==> config.mk <==
export PLATFORM = sky130hd
export DESIGN_NAME = lidar_sector_avoidance_fsm_unit
export DESIGN_NICKNAME = d
export VERILOG_FILES = /design/src/rtl/lsa_pkg.sv /design/src/rtl/lsa_fifo.sv /design/src/rtl/lsa_front.sv /design/src/rtl/lsa_back.sv /design/src/rtl/lidar_sector_avoidance_fsm_unit.sv
export SDC_FILE = /design/constraint.sdc
export NUM_CORES = 1
export LEC_CHECK = 0
export BUFFER_PORTS_ARGS = -buffer_cell sky130_fd_sc_hd__buf_2
export CAP_MARGIN = 20
export CORE_MARGIN = 2
export CORE_UTILIZATION = 50
export CTS_CLUSTER_SIZE = 8
export DETAILED_ROUTE_END_ITERATION = 8
export MAX_ROUTING_LAYER = met4
export PLACE_DENSITY = 0.7
export SLEW_MARGIN = 20
export SYNTH_ARGS = -nofsm -noshare
export SYNTH_HDL_FRONTEND = slang
export SYNTH_SLANG_ARGS = --single-unit
export TNS_END_PERCENT = 30
==> constraint.sdc <==
create_clock -name clk -period 6.9 [get_ports clk]
set_clock_uncertainty 0.15 [all_clocks]
set_input_delay 1.035 -clock clk [delete_from_list [all_inputs] [get_ports clk]]
set_output_delay 1.035 -clock clk [all_outputs]
set_load 0.1 [all_outputs]
==> src/rtl/lsa_pkg.sv <==
// ----------------------------------------------------------------------------
// lsa_pkg: shared types and constants of the lidar sector avoidance unit
// Holds the register map, the configuration bundle, the drive mode codes and
// the item formats that pass between the front, the queues and the back.
// ----------------------------------------------------------------------------
package lsa_pkg;

  // Default angle resolution and queue depths.
  localparam int ANGLE_BITS_DEF   = 16;
  localparam int TICK_Q_DEPTH_DEF = 2;
  localparam int OUT_Q_DEPTH_DEF  = 2;

  // Configuration register indexes.
  localparam logic [2:0] CFG_FRONT_LIMIT = 3'd0;
  localparam logic [2:0] CFG_SIDE_LIMIT  = 3'd1;
  localparam logic [2:0] CFG_HALF_ARC    = 3'd2;
  localparam logic [2:0] CFG_LEFT_ARC    = 3'd3;
  localparam logic [2:0] CFG_RIGHT_ARC   = 3'd4;
  localparam logic [2:0] CFG_TURN_TICKS  = 3'd5;
  localparam logic [2:0] CFG_CRUISE      = 3'd6;
  localparam logic [2:0] CFG_TURN_RATE   = 3'd7;

  // Request types.
  localparam logic REQ_BEAM = 1'b0;
  localparam logic REQ_TICK = 1'b1;

  // Obstacle flag bit positions.
  localparam int FLAG_AHEAD = 0;
  localparam int FLAG_LEFT  = 1;
  localparam int FLAG_RIGHT = 2;

  // Drive modes of the avoidance machine.
  typedef enum logic [2:0] {
    MODE_STOPPED = 3'd0,
    MODE_FORWARD = 3'd1,
    MODE_RIGHT   = 3'd2,
    MODE_LEFT    = 3'd3,
    MODE_AROUND  = 3'd4
  } mode_t;

  // Configuration registers as one bundle.
  typedef struct packed {
    logic [15:0] front_limit_mm;
    logic [15:0] side_limit_mm;
    logic [14:0] half_forward_arc;
    logic [14:0] left_arc_width;
    logic [14:0] right_arc_width;
    logic [7:0]  short_turn_ticks;
    logic [15:0] cruise_speed;
    logic [14:0] turn_rate;
  } cfg_t;

  // A control tick with the obstacle flags committed at its arrival.
  typedef struct packed {
    logic [2:0] flags;
    logic       coin;
  } tick_t;

  // One result item.
  typedef struct packed {
    logic [2:0]         drive_state;
    logic [15:0]        linear_cmd;
    logic signed [15:0] angular_cmd;
  } result_t;

  // Flag status of the front, seen by the checks at the top level.
  typedef struct packed {
    logic [2:0] pending;
    logic [2:0] committed;
  } front_stat_t;

endpackage

==> src/rtl/lsa_fifo.sv <==
// ----------------------------------------------------------------------------
// lsa_fifo: small first-in first-out queue
// A register file with wrapping pointers and an occupancy count. The head
// entry is presented while the queue is not empty.
// ----------------------------------------------------------------------------
module lsa_fifo #(
  parameter int WIDTH = 4,
  parameter int DEPTH = 2
) (
  input  logic             clk,
  input  logic             rst_n,
  input  logic             push,
  input  logic [WIDTH-1:0] wdata,
  input  logic             pop,
  output logic [WIDTH-1:0] rdata,
  output logic             full,
  output logic             empty
);

  localparam int AW = (DEPTH > 1) ? $clog2(DEPTH) : 1;

  logic [WIDTH-1:0] mem_r [DEPTH];
  logic [AW-1:0]    wr_ptr_r, wr_ptr_nxt;
  logic [AW-1:0]    rd_ptr_r, rd_ptr_nxt;
  logic [AW:0]      count_r, count_nxt;
  logic             do_push, do_pop;

  assign full    = (count_r == (AW+1)'(DEPTH));
  assign empty   = (count_r == '0);
  assign do_push = push && !full;
  assign do_pop  = pop && !empty;
  assign rdata   = mem_r[rd_ptr_r];

  // Pointer and count update; pointers wrap at the depth.
  always_comb begin
    wr_ptr_nxt = wr_ptr_r;
    rd_ptr_nxt = rd_ptr_r;
    count_nxt  = count_r;
    if (do_push) begin
      wr_ptr_nxt = (wr_ptr_r == AW'(DEPTH - 1)) ? '0 : wr_ptr_r + 1'b1;
    end
    if (do_pop) begin
      rd_ptr_nxt = (rd_ptr_r == AW'(DEPTH - 1)) ? '0 : rd_ptr_r + 1'b1;
    end
    if (do_push && !do_pop) begin
      count_nxt = count_r + 1'b1;
    end else if (do_pop && !do_push) begin
      count_nxt = count_r - 1'b1;
    end
  end

  always_ff @(posedge clk) begin
    if (!rst_n) begin
      wr_ptr_r <= '0;
      rd_ptr_r <= '0;
      count_r  <= '0;
    end else begin
      wr_ptr_r <= wr_ptr_nxt;
      rd_ptr_r <= rd_ptr_nxt;
      count_r  <= count_nxt;
    end
  end

  // Storage needs no reset.
  always_ff @(posedge clk) begin
    if (do_push) begin
      mem_r[wr_ptr_r] <= wdata;
    end
  end

endmodule

==> src/rtl/lsa_front.sv <==
// ----------------------------------------------------------------------------
// lsa_front: beam classifier and tick dispatcher
// Sorts each valid beam into the ahead, left and right sectors, keeps the
// pending flags of the scan in progress and commits them on the last beam.
// A control tick is passed on with the committed flags and its coin bit.
// ----------------------------------------------------------------------------
module lsa_front #(
  parameter int ANGLE_BITS = lsa_pkg::ANGLE_BITS_DEF
) (
  input  logic                  clk,
  input  logic                  rst_n,
  input  lsa_pkg::cfg_t         cfg,
  input  logic                  accept,
  input  logic                  req_type,
  input  logic [ANGLE_BITS-1:0] beam_angle,
  input  logic [15:0]           beam_range_mm,
  input  logic                  beam_valid,
  input  logic                  last_beam,
  input  logic                  coin,
  output logic                  tick_push,
  output lsa_pkg::tick_t        tick_item,
  output lsa_pkg::front_stat_t  stat
);

  import lsa_pkg::*;

  // Wide enough for the signed angle and the sum of two arc registers.
  localparam int DW = (ANGLE_BITS >= 16) ? ANGLE_BITS + 2 : 18;

  localparam logic [ANGLE_BITS-1:0] HALF_CIRCLE = {1'b1, {(ANGLE_BITS-1){1'b0}}};

  logic [2:0]           pending_r, pending_nxt;
  logic [2:0]           committed_r, committed_nxt;
  logic signed [DW-1:0] delta, half_s, left_edge, right_edge;
  logic [2:0]           hit;

  // Signed beam angle; the half circle is taken as positive.
  always_comb begin
    if (beam_angle == HALF_CIRCLE) begin
      delta = signed'(DW'(beam_angle));
    end else begin
      delta = DW'(signed'(beam_angle));
    end
  end

  // Sector edges from the arc registers.
  assign half_s     = signed'(DW'(cfg.half_forward_arc));
  assign left_edge  = half_s + signed'(DW'(cfg.left_arc_width));
  assign right_edge = half_s + signed'(DW'(cfg.right_arc_width));

  // Sector hits; one beam may fall in more than one sector.
  always_comb begin
    hit = '0;
    hit[FLAG_AHEAD] = (delta <= half_s) && (delta >= -half_s) &&
                      (beam_range_mm < cfg.front_limit_mm);
    hit[FLAG_LEFT]  = (delta >= half_s) && (delta <= left_edge) &&
                      (beam_range_mm < cfg.side_limit_mm);
    hit[FLAG_RIGHT] = (delta <= -half_s) && (delta >= -right_edge) &&
                      (beam_range_mm < cfg.side_limit_mm);
  end

  // Flag update for an accepted beam; the last beam commits the scan.
  always_comb begin
    pending_nxt   = pending_r;
    committed_nxt = committed_r;
    if (accept && (req_type == REQ_BEAM)) begin
      if (beam_valid) begin
        pending_nxt = pending_r | hit;
      end
      if (last_beam) begin
        committed_nxt = pending_nxt;
        pending_nxt   = '0;
      end
    end
  end

  always_ff @(posedge clk) begin
    if (!rst_n) begin
      pending_r   <= '0;
      committed_r <= '0;
    end else begin
      pending_r   <= pending_nxt;
      committed_r <= committed_nxt;
    end
  end

  // Ticks go to the back with the flags of the last finished scan.
  assign tick_push       = accept && (req_type == REQ_TICK);
  assign tick_item.flags = committed_r;
  assign tick_item.coin  = coin;

  assign stat.pending   = pending_r;
  assign stat.committed = committed_r;

endmodule

==> src/rtl/lsa_back.sv <==
// ----------------------------------------------------------------------------
// lsa_back: avoidance state machine
// Runs one step of the Stopped, Forward, TurnRight, TurnLeft and TurnAround
// machine for each tick taken from the tick queue and pushes the drive
// state with its speed commands into the result queue.
// ----------------------------------------------------------------------------
module lsa_back (
  input  logic             clk,
  input  logic             rst_n,
  input  lsa_pkg::cfg_t    cfg,
  input  logic             tick_empty,
  input  lsa_pkg::tick_t   tick_item,
  output logic             tick_pop,
  input  logic             res_full,
  output logic             res_push,
  output lsa_pkg::result_t res_item
);

  import lsa_pkg::*;

  mode_t       mode_r, mode_nxt;
  logic [10:0] turn_rem_r, turn_rem_nxt;
  logic [10:0] ticks_side, ticks_wall, ticks_corner;
  logic        step;

  // Turn lengths: one, two and six times the short turn.
  assign ticks_side   = {3'b000, cfg.short_turn_ticks};
  assign ticks_wall   = {2'b00, cfg.short_turn_ticks, 1'b0};
  assign ticks_corner = {1'b0, cfg.short_turn_ticks, 2'b00} + ticks_wall;

  assign step     = !tick_empty && !res_full;
  assign tick_pop = step;
  assign res_push = step;

  always_ff @(posedge clk) begin
    if (!rst_n) begin
      mode_r     <= MODE_STOPPED;
      turn_rem_r <= '0;
    end else begin
      mode_r     <= mode_nxt;
      turn_rem_r <= turn_rem_nxt;
    end
  end

  // Next mode for a tick, and the commands of the mode it leaves us in.
  always_comb begin
    mode_nxt     = mode_r;
    turn_rem_nxt = turn_rem_r;
    if (step) begin
      case (mode_r)
        MODE_FORWARD: begin
          if (tick_item.flags != '0) begin
            mode_nxt = MODE_STOPPED;
          end
        end
        MODE_STOPPED: begin
          if (tick_item.flags[FLAG_AHEAD]) begin
            mode_nxt     = tick_item.coin ? MODE_RIGHT : MODE_LEFT;
            turn_rem_nxt = ticks_wall;
          end else if (tick_item.flags[FLAG_LEFT] && tick_item.flags[FLAG_RIGHT]) begin
            mode_nxt     = MODE_AROUND;
            turn_rem_nxt = ticks_corner;
          end else if (tick_item.flags[FLAG_LEFT]) begin
            mode_nxt     = MODE_RIGHT;
            turn_rem_nxt = ticks_side;
          end else if (tick_item.flags[FLAG_RIGHT]) begin
            mode_nxt     = MODE_LEFT;
            turn_rem_nxt = ticks_side;
          end else begin
            mode_nxt = MODE_FORWARD;
          end
        end
        default: begin
          // Any turn counts down and stops when the count runs out.
          if (turn_rem_r != '0) begin
            turn_rem_nxt = turn_rem_r - 1'b1;
          end
          if (turn_rem_nxt == '0) begin
            mode_nxt = MODE_STOPPED;
          end
        end
      endcase
    end

    res_item.drive_state = mode_nxt;
    res_item.linear_cmd  = '0;
    res_item.angular_cmd = '0;
    case (mode_nxt)
      MODE_FORWARD: res_item.linear_cmd  = cfg.cruise_speed;
      MODE_RIGHT:   res_item.angular_cmd = -signed'({1'b0, cfg.turn_rate});
      MODE_LEFT:    res_item.angular_cmd = signed'({1'b0, cfg.turn_rate});
      MODE_AROUND:  res_item.angular_cmd = signed'({1'b0, cfg.turn_rate});
      default:      res_item.linear_cmd  = '0;
    endcase
  end

endmodule

==> src/rtl/lidar_sector_avoidance_fsm_unit.sv <==
// ----------------------------------------------------------------------------
// lidar_sector_avoidance_fsm_unit: lidar sector detector with avoidance FSM
// Beams set sector obstacle flags that the last beam of a scan commits;
// control ticks step the drive machine and return state and speed commands.
//
//   Channel | Ports                                     | Accepted when
//   --------+-------------------------------------------+----------------------
//   input   | in_push, in_full, in_* fields             | in_push && !in_full
//   result  | out_empty, out_pop, out_* fields          | out_pop && !out_empty
//   config  | cfg_valid, cfg_ready, cfg_index, cfg_data | cfg_valid && cfg_ready
//
// One item per cycle while in_full is low. A beam updates the sector flags at
// the edge that takes it. A tick waits in a two-entry tick queue, is stepped by
// the state machine from there once the result queue is not full and lands in
// a two-entry result queue. in_full rises only when the tick queue fills, which
// takes a full result queue.
// Reset restores the register defaults and empties both queues; cfg_ready is 1.
// ----------------------------------------------------------------------------
module lidar_sector_avoidance_fsm_unit #(
  parameter int ANGLE_BITS   = lsa_pkg::ANGLE_BITS_DEF,
  parameter int TICK_Q_DEPTH = lsa_pkg::TICK_Q_DEPTH_DEF,
  parameter int OUT_Q_DEPTH  = lsa_pkg::OUT_Q_DEPTH_DEF
) (
  input  logic                  clk,
  input  logic                  rst_n,
  input  logic                  in_push,
  output logic                  in_full,
  input  logic                  in_req_type,
  input  logic [ANGLE_BITS-1:0] in_beam_angle,
  input  logic [15:0]           in_beam_range_mm,
  input  logic                  in_beam_valid,
  input  logic                  in_last_beam,
  input  logic                  in_coin,
  output logic                  out_empty,
  input  logic                  out_pop,
  output logic [2:0]            out_drive_state,
  output logic [15:0]           out_linear_cmd,
  output logic signed [15:0]    out_angular_cmd,
  input  logic                  cfg_valid,
  output logic                  cfg_ready,
  input  logic [2:0]            cfg_index,
  input  logic [15:0]           cfg_data
);

  import lsa_pkg::*;

  cfg_t        cfg_r;
  logic        in_accept;
  logic        tick_push, tick_pop, tick_empty, res_push, res_full;
  tick_t       tick_in, tick_out;
  result_t     res_in, res_out;
  front_stat_t fstat;

  assign cfg_ready = 1'b1;
  assign in_accept = in_push && !in_full;

  // Configuration registers.
  always_ff @(posedge clk) begin
    if (!rst_n) begin
      cfg_r.front_limit_mm   <= 16'd418;
      cfg_r.side_limit_mm    <= 16'd462;
      cfg_r.half_forward_arc <= 15'd3641;
      cfg_r.left_arc_width   <= 15'd4551;
      cfg_r.right_arc_width  <= 15'd4551;
      cfg_r.short_turn_ticks <= 8'd9;
      cfg_r.cruise_speed     <= 16'd300;
      cfg_r.turn_rate        <= 15'd600;
    end else if (cfg_valid && cfg_ready) begin
      case (cfg_index)
        CFG_FRONT_LIMIT: cfg_r.front_limit_mm   <= cfg_data;
        CFG_SIDE_LIMIT:  cfg_r.side_limit_mm    <= cfg_data;
        CFG_HALF_ARC:    cfg_r.half_forward_arc <= cfg_data[14:0];
        CFG_LEFT_ARC:    cfg_r.left_arc_width   <= cfg_data[14:0];
        CFG_RIGHT_ARC:   cfg_r.right_arc_width  <= cfg_data[14:0];
        CFG_TURN_TICKS:  cfg_r.short_turn_ticks <= cfg_data[7:0];
        CFG_CRUISE:      cfg_r.cruise_speed     <= cfg_data;
        CFG_TURN_RATE:   cfg_r.turn_rate        <= cfg_data[14:0];
        default:         cfg_r.turn_rate        <= cfg_r.turn_rate;
      endcase
    end
  end

  // Front: beam classification and tick dispatch.
  lsa_front #(
    .ANGLE_BITS(ANGLE_BITS)
  ) u_front (
    .clk          (clk),
    .rst_n        (rst_n),
    .cfg          (cfg_r),
    .accept       (in_accept),
    .req_type     (in_req_type),
    .beam_angle   (in_beam_angle),
    .beam_range_mm(in_beam_range_mm),
    .beam_valid   (in_beam_valid),
    .last_beam    (in_last_beam),
    .coin         (in_coin),
    .tick_push    (tick_push),
    .tick_item    (tick_in),
    .stat         (fstat)
  );

  // Tick queue between front and back.
  lsa_fifo #(
    .WIDTH($bits(tick_t)),
    .DEPTH(TICK_Q_DEPTH)
  ) u_tick_q (
    .clk  (clk),
    .rst_n(rst_n),
    .push (tick_push),
    .wdata(tick_in),
    .pop  (tick_pop),
    .rdata(tick_out),
    .full (in_full),
    .empty(tick_empty)
  );

  // Back: the drive state machine.
  lsa_back u_back (
    .clk       (clk),
    .rst_n     (rst_n),
    .cfg       (cfg_r),
    .tick_empty(tick_empty),
    .tick_item (tick_out),
    .tick_pop  (tick_pop),
    .res_full  (res_full),
    .res_push  (res_push),
    .res_item  (res_in)
  );

  // Result queue toward the consumer.
  lsa_fifo #(
    .WIDTH($bits(result_t)),
    .DEPTH(OUT_Q_DEPTH)
  ) u_out_q (
    .clk  (clk),
    .rst_n(rst_n),
    .push (res_push),
    .wdata(res_in),
    .pop  (out_pop),
    .rdata(res_out),
    .full (res_full),
    .empty(out_empty)
  );

  assign out_drive_state = res_out.drive_state;
  assign out_linear_cmd  = res_out.linear_cmd;
  assign out_angular_cmd = res_out.angular_cmd;

`ifndef SYNTH
  // An accepted tick is waiting in the tick queue at the next edge.
  a_tick_queued: assert property (@(posedge clk) disable iff (!rst_n)
    (in_accept && (in_req_type == REQ_TICK)) |=> !tick_empty)
    else $error("accepted tick missing from the tick queue");

  // A last beam always leaves the pending flags clear.
  a_commit_clears: assert property (@(posedge clk) disable iff (!rst_n)
    (in_accept && (in_req_type == REQ_BEAM) && in_last_beam) |=> (fstat.pending == '0))
    else $error("pending flags not cleared by the last beam");

  // Within a scan the pending flags only gain bits.
  a_pending_grows: assert property (@(posedge clk) disable iff (!rst_n)
    (in_accept && (in_req_type == REQ_BEAM) && !in_last_beam) |=>
    ((fstat.pending & $past(fstat.pending)) == $past(fstat.pending)))
    else $error("pending flags lost bits inside a scan");

  // A tick leaves both flag sets untouched.
  a_tick_keeps_flags: assert property (@(posedge clk) disable iff (!rst_n)
    (in_accept && (in_req_type == REQ_TICK)) |=> $stable(fstat))
    else $error("flags changed on a tick");
`endif

endmodule
---- Word level (Yosys, flattened, before mapping) ----
Memory sizes are Yosys's and may differ from the RTL's. A register that Yosys moved wholly into a read port is not among the register bits.
Index checks and enable logic that the tools add are counted.
cells by class
  add/subtract/negate cells ............... 15
  order comparisons ....................... 8
  equal/unequal tests ..................... 16
  multiplexer cells ....................... 38
  bitwise operators ....................... 3
  reduce and logical (&&, ||, !) cells .... 48
operators with widths
  cell                                                  number
  two-way mux 11 bit                                    7
  greater-or-equal comparator 18 bit                    2
  <= comparator 18 bit                                  2
  adder 15 x 15 -> 16 bit                               2
  < comparator 16 bit                                   2
  case mux 16 bit (2 select lines)                      1
  two-way mux 3 bit                                     8
  case mux 11 bit (2 select lines)                      1
  logical AND 1 bit                                     19
  greater-or-equal comparator 18 x 16 -> 1 bit          1
  <= comparator 18 x 16 -> 1 bit                        1
  two-way mux 18 bit                                    1
  negation 15 -> 18 bit                                 1
  negation 18 bit                                       1
  AND reduction 2 bit                                   9
  equality test 16 bit (second input constant)          1
  two-way mux 16 bit                                    1
  negation 15 -> 16 bit                                 1
  equality test 3 bit (second input constant)           5
  two-way mux 1 bit                                     13
  equality test 3 x 2 -> 1 bit (second input constant)  4
  adder 10 x 9 -> 11 bit                                1
  logical NOT 11 bit                                    1
  nonzero test 11 bit                                   1
  18 further kinds                                      42
word-level totals
  bits in registers ....................... 144
  memory bits (writable) .................. 78
  bits of input ports ..................... 60
  output and inout port bits .............. 38
  word-level logic and storage cells ...... 148
  memories ................................ 2
memories
  memory          words  bits a word  read ports  clocked after memory_dff  wr ports  line            RTL
  u_out_q.mem_r   2      35           1           1                         1         lsa_fifo.sv:22  logic [WIDTH-1:0] mem_r [DEPTH];
  u_tick_q.mem_r  2      4            1           1                         1         lsa_fifo.sv:22

---- Logic depth before layout (Yosys ltp) ----
  depth in word-level cells ............... 11
  gate-level depth with buffers ........... 19
  gate-level depth less buffers ........... 19

---- Hierarchy ----
A second synthesis with hierarchy kept.
second synthesis, totals
  cell total of the unflattened synthesis .. 1,477
  area total of the unflattened synthesis .. 14,179.8 sq um
by module, submodules not included
  module                           times used  cells an instance  area an instance (sq um)  seq. area each (sq um)
  lidar_sector_avoidance_fsm_unit  1           422                4,441.8                   2,322.2
  lsa_front                        1           556                4,295.4                   120.1
  lsa_fifo (u_out_q)               1           134                2,757.6                   2,202.1
  lsa_back                         1           328                2,165.8                   280.3
  lsa_fifo (u_tick_q)              1           37                 519.2                     340.3

---- Worst setup path after synthesis ----
Ideal clock, no wire load.
  path type ............................... flip-flop to flip-flop
  start point ............................. reg cfg_r[70] in the netlist's numbering
  end point ............................... reg u_front.pending_r[2]
  library setup time ...................... 0.117 ns
  arrival time ............................ 4.007 ns
  data required time ...................... 6.633 ns
  slack ................................... 2.625 ns
  stages on the path, launching flop included .. 17
  buffers on the path ..................... 0
  clock period less this slack ............ 4.275 ns
  cells stage by stage .................... dfxtp_1 -> ha_1 -> a211oi_1 -> o21ai_1 -> and3_1 -> o311a_1 -> or2_2 -> or4b_1 -> nor3_1 -> xnor2_1 -> ha_1 -> nand4_1 -> nor2_1 -> a211oi_1 -> a32oi_1 -> o22a_1 -> a32o_1
on the way
  word-level cells in the longest chain between the ends .. 8
  elaborated cells between the ends (all ways) .. 10
  those cells by class .................... 3 x add/sub; 2 x order compare; 2 x mux; 1 x bitwise; 2 x reduce/logical
ends and longest elaborated chain
  element                             line                                   RTL
  start: declaration                  lidar_sector_avoidance_fsm_unit.sv:47  cfg_t cfg_r;
  adder 15 x 15 -> 16 bit             lsa_front.sv:49                        assign right_edge = half_s + signed'(DW'(cfg.right_arc_width));
  negation 18 bit                     lsa_front.sv:58                        hit[FLAG_RIGHT] = (delta <= -half_s) && (delta >= -right_edge) &&
  greater-or-equal comparator 18 bit  lsa_front.sv:58
  logical AND 1 bit * (2 in series)   lsa_front.sv:58
  bitwise OR 3 bit *                  lsa_front.sv:68                        pending_nxt = pending_r | hit;
  two-way mux 3 bit *                 lsa_front.sv:67                        if (beam_valid) begin
  two-way mux 3 bit *                 lsa_front.sv:70                        if (last_beam) begin
  end signal: assignment              lsa_front.sv:82                        pending_r <= pending_nxt;
  end: declaration                    lsa_front.sv:32                        logic [2:0] pending_r, pending_nxt;
Every way passes the cells marked *; elsewhere a longest branch is shown, timed or not.
A chain may end at the register's enable or synchronous reset.

---- Worst setup path in the final report ----
  start point ............................. reg cfg_r[69] in the netlist's numbering
  end point ............................... reg u_front.pending_r[2]
The elaborated chain is that of the path after synthesis.

==> impl_results.md <==
* Status: complete, no violations
* Synth top area share at 0.205
* CP max-delay cell: or4b_1
* Area grow syn2layout at 11.8%
* Slowest stage delay, CP at 550 ps
* Drt total wl at ~37,000 um
* Post-Synth Simple-Gate Area at 0.192
* Adder-cell share of the synthesized area at 0.128
* Post-route setup slack at between 2000 and 2500 ps
* Worst slew margin at 0.310
* Post-synthesis sequential area ratio at 0.370
* Core Util, Final at 0.570
* Final setup fails at 0
* Pleak at approximately 6.5 nW
* Reg power frac at 0.297
* Post-CTS setup buffers at 0
* Die Height at between 150 and 200 um
* Crit path cell chain: ha_1 -> fa_1 -> a211oi_1 -> o21ai_0 -> a31oi_1 -> xnor2_1 -> or2_2 -> or4b_1 -> nor3_1 -> xnor2_1 -> ha_1 -> nand4_1 -> nor2_1 -> a211oi_1 -> a32oi_1 -> o22a_1 -> a32o_1
* Critical Path End Type: register
* Core Area at 27,900 sq um
* Rows at between 60 and 70
* Logic gate share of total power at 0.449
* Layer with the highest usage: met2
* Cts repair resizes at 0
* Starting Density at 0.510
* Unique masters post-synth at 78
* Clk Latency, worst-skew pair at 500 ps
* Async S/R FF share, synth at 0
* Overall power at 5.97 mW
* Starting DRC count in detailed routing at between 700 and 800
* Required time of the critical path at between 7000 and 8000 ps
* Largest cells by area after synthesis: dfxtp_1 21%, edfxtp_1 16%, ha_1 12%, nand2_1 7.1%, a21boi_0 4.4%
* GR Layer Usage met2 at 0.403
* CTS Sinks at between 200 and 250
* GR Overflow Total at 0
* Number of buffers and inverters on the critical path at 0
* Switching Fraction at 0.442
* WS Path Type: register to register
* Top-count cell post-synth: nand2_1
* Nets at 1,878
* Root Buffer: clkbuf_16
* Ys flop type: dfxtp_1
* Finished Cell Area at between 15,000 and 20,000 sq um
* Drt via density at 5.76
* CP delay by family, top: compound AO/OA/AOI/OAI gates
* Post-synth top cells: 269 x nand2_1, 146 x dfxtp_1, 141 x ha_1
* Internal power at around 3.3 mW
* Vias post-DR at around 12,000
* Die area at between 20,000 and 30,000 sq um
* Place WS at ~2100 ps
* Number of synthesized flops with an enable pin at around 80
* CTS tree: done
* Minimum clock period at 4860 ps
* Crit path max fanout at 7
* Net Sw Power at approximately 2.6 mW
* Max-Cap Viols at 0
* Total CTS buffers at 34
* Input/output buffers at 96
* DRC at 0
* Number of I/O pins at 98
* RD Place Congestion at 0.911
* Clock power share at 0.254
* Met1 Use GR at 0.330
* Largest net degree at the start of global routing at around 120
* Mux cell area share after synthesis at 0.0357
* RSZ-0062 raised after global routing: no
* Largest family of logic cells by synthesized area: compound AO/OA/AOI/OAI gates
* DPL Wire Length at roughly 26,000 um
* DP Area at between 10,000 and 15,000 sq um
* Total GRT Usage at 0.249
* Vias in the first global route at between 10,000 and 15,000
* Max-slew violations at 0
* Post-synthesis compound-gate area fraction at 0.194
* CP Launch Type: register
* Reg clk slew, reported paths at roughly 60 ps
* H-tree levels at 2
* Die Wd at ~170 um
* Synth warnings at 0
* CTS Buffer Depth at 3
* Syn_area_per_cell at about 8.9 sq um
* Post-synth design cell area at around 14,000 sq um
* Syn Inst Count at roughly 1,600
* Worst Tran Pin Value at 1030 ps
* Register bit total from synthesis at 224
* Area leader, netlist: dfxtp_1
* ANT nets after route at 0
* Worst vdd ir at between 150 and 200 uV
* Grt met3 use at 0.0301
* Final hold violation count at 0
* Hold-fix buffers, CTS at 0
* Hold crit path type: register to register
* Fraction of layout cells with a size suffix above 1 at 0.124
* Setup TNS at 0 ps
* Synth Area in XOR/XNOR at 0.0326
* F_max at 206 MHz
* Syn Nets at around 1,800
* Global-route wire length before repair at around 59,000 um
* Antenna violations before repair at 1
* Pwr/cell area at approximately 370 nW/um^2
* WP data arrival at 5100 ps
* Pre-antenna DRT Iters at 5
* Post-route clock period utilization at 0.705
* Avg WL per Cell at approximately 18 um
==> power by group through the flow <==
stage / clock network, mW / logic (mW) / registers [mW]
after floorplan: 0 / 2.27 / 1.75
after global placement: 0 / 2.65 / 1.79
after detailed placement: 0 / 2.67 / 1.80
after CTS: 1.54 / 2.68 / 1.77
after global routing: 1.60 / 2.88 / 1.80
final: 1.52 / 2.68 / 1.77
==> logic make-up (layout without fill, tap and decap cells) <==
logic type,Yosys count,in the layout
flops,224,224
compound gates,394,394
other cells,1,2
buf+inv,164,249
fa+ha+maj,144,144
simple gates,579,579
xor+xnor,53,53
mux,46,46
==> per-stage QoR <==
step / hold WS (ps) / std cells
after detailed placement: 293 / 2016
after floorplan: 267 / 1605
after CTS: 304 / 2068
after global routing: 324 / 2069
final: 303 / 2069
after global placement: 285 / 2016
==> worst register-to-register path: cells and delay by family, from the launching register on <==
kind,cells,cell delay (ps)
and+or+nand+nor,5,1200
AOI/OAI and AO/OA,7,1790
adders and majority gates,3,960
xor gates and xnor gates,2,270
DFF,1,380
==> final cells by class <==
cell class / instances / area [sq um]
antenna: 1 / 2.50
clock buffer: 49 / 938
clock inverter: 3 / 36.3
fill: 2509 / 12000
inverter: 93 / 349
multi-input combinational: 1217 / 8320
sequential: 224 / 5270
tap: 378 / 473
timing repair buffer: 104 / 547
==> metal layers <==
metal / share of wire / up-vias
met2: 0.47 / 309
met1: 0.46 / 5636
met4: 0.025 / 0
met3: 0.054 / 72
met5: 0 / -
li1: - / 5904
==> flip-flops by register name, indices dropped and copies added, names as in the netlist, named ones only <==
| name | cells |
|---|---|
| u_tick_q.count_r | 2 |
| u_out_q.mem_r | 70 |
| u_tick_q.rd_ptr_r | 1 |
| u_out_q.rd_ptr_r | 1 |
| u_tick_q.mem_r | 8 |
| u_back.turn_rem_r | 11 |
| u_out_q.wr_ptr_r | 1 |
| cfg_r | 116 |
| u_out_q.count_r | 2 |
| u_front.committed_r | 3 |
| u_front.pending_r | 3 |
| u_back.mode_r | 3 |
| u_tick_q.wr_ptr_r | 1 |
==> cells in the final DEF (no fill, tap or decap), types with 5 or more instances in the layout <==
master	netlist	final
o21ai_1	8	8
a21boi_0	84	84
and2_1	40	40
edfxtp_1	78	78
buf_2	2	95
o21a_1	13	13
nand3_1	44	44
a21o_1	42	42
clkbuf_16	0	35
o21ai_0	57	57
nor3_1	28	27
a22oi_2	5	5
or3_1	12	12
nand2_1	269	269
nor2b_1	11	11
nor2_1	86	83
a21oi_1	49	49
ha_1	141	141
a31oi_1	8	8
o211ai_1	39	39
clkbuf_1	52	13
o31ai_1	5	5
buf_4	1	8
o22ai_1	6	6
nor4_1	10	10
mux2i_1	8	8
dfxtp_1	146	146
inv_1	93	93
a22oi_1	11	11
mux2_2	38	38
and3_1	8	8
nor3b_1	10	10
xor2_1	19	19
nand4_1	23	23
nand2b_1	14	14
a211oi_1	19	19
xnor2_1	34	34
==> final timing paths <==
path | from | depth (start not counted) | slack [ps] | end
worst max-delay path | cfg_r[69] | 17 | 2040 | u_front.pending_r[2]
worst min-delay path | u_front.pending_r[1] | 2 | 300 | u_front.pending_r[1]
worst max register to register | cfg_r[69] | 17 | 2040 | u_front.pending_r[2]
worst min register to register | u_front.pending_r[1] | 2 | 300 | u_front.pending_r[1]
No activity file was read; power rests on OpenSTA's default activity.
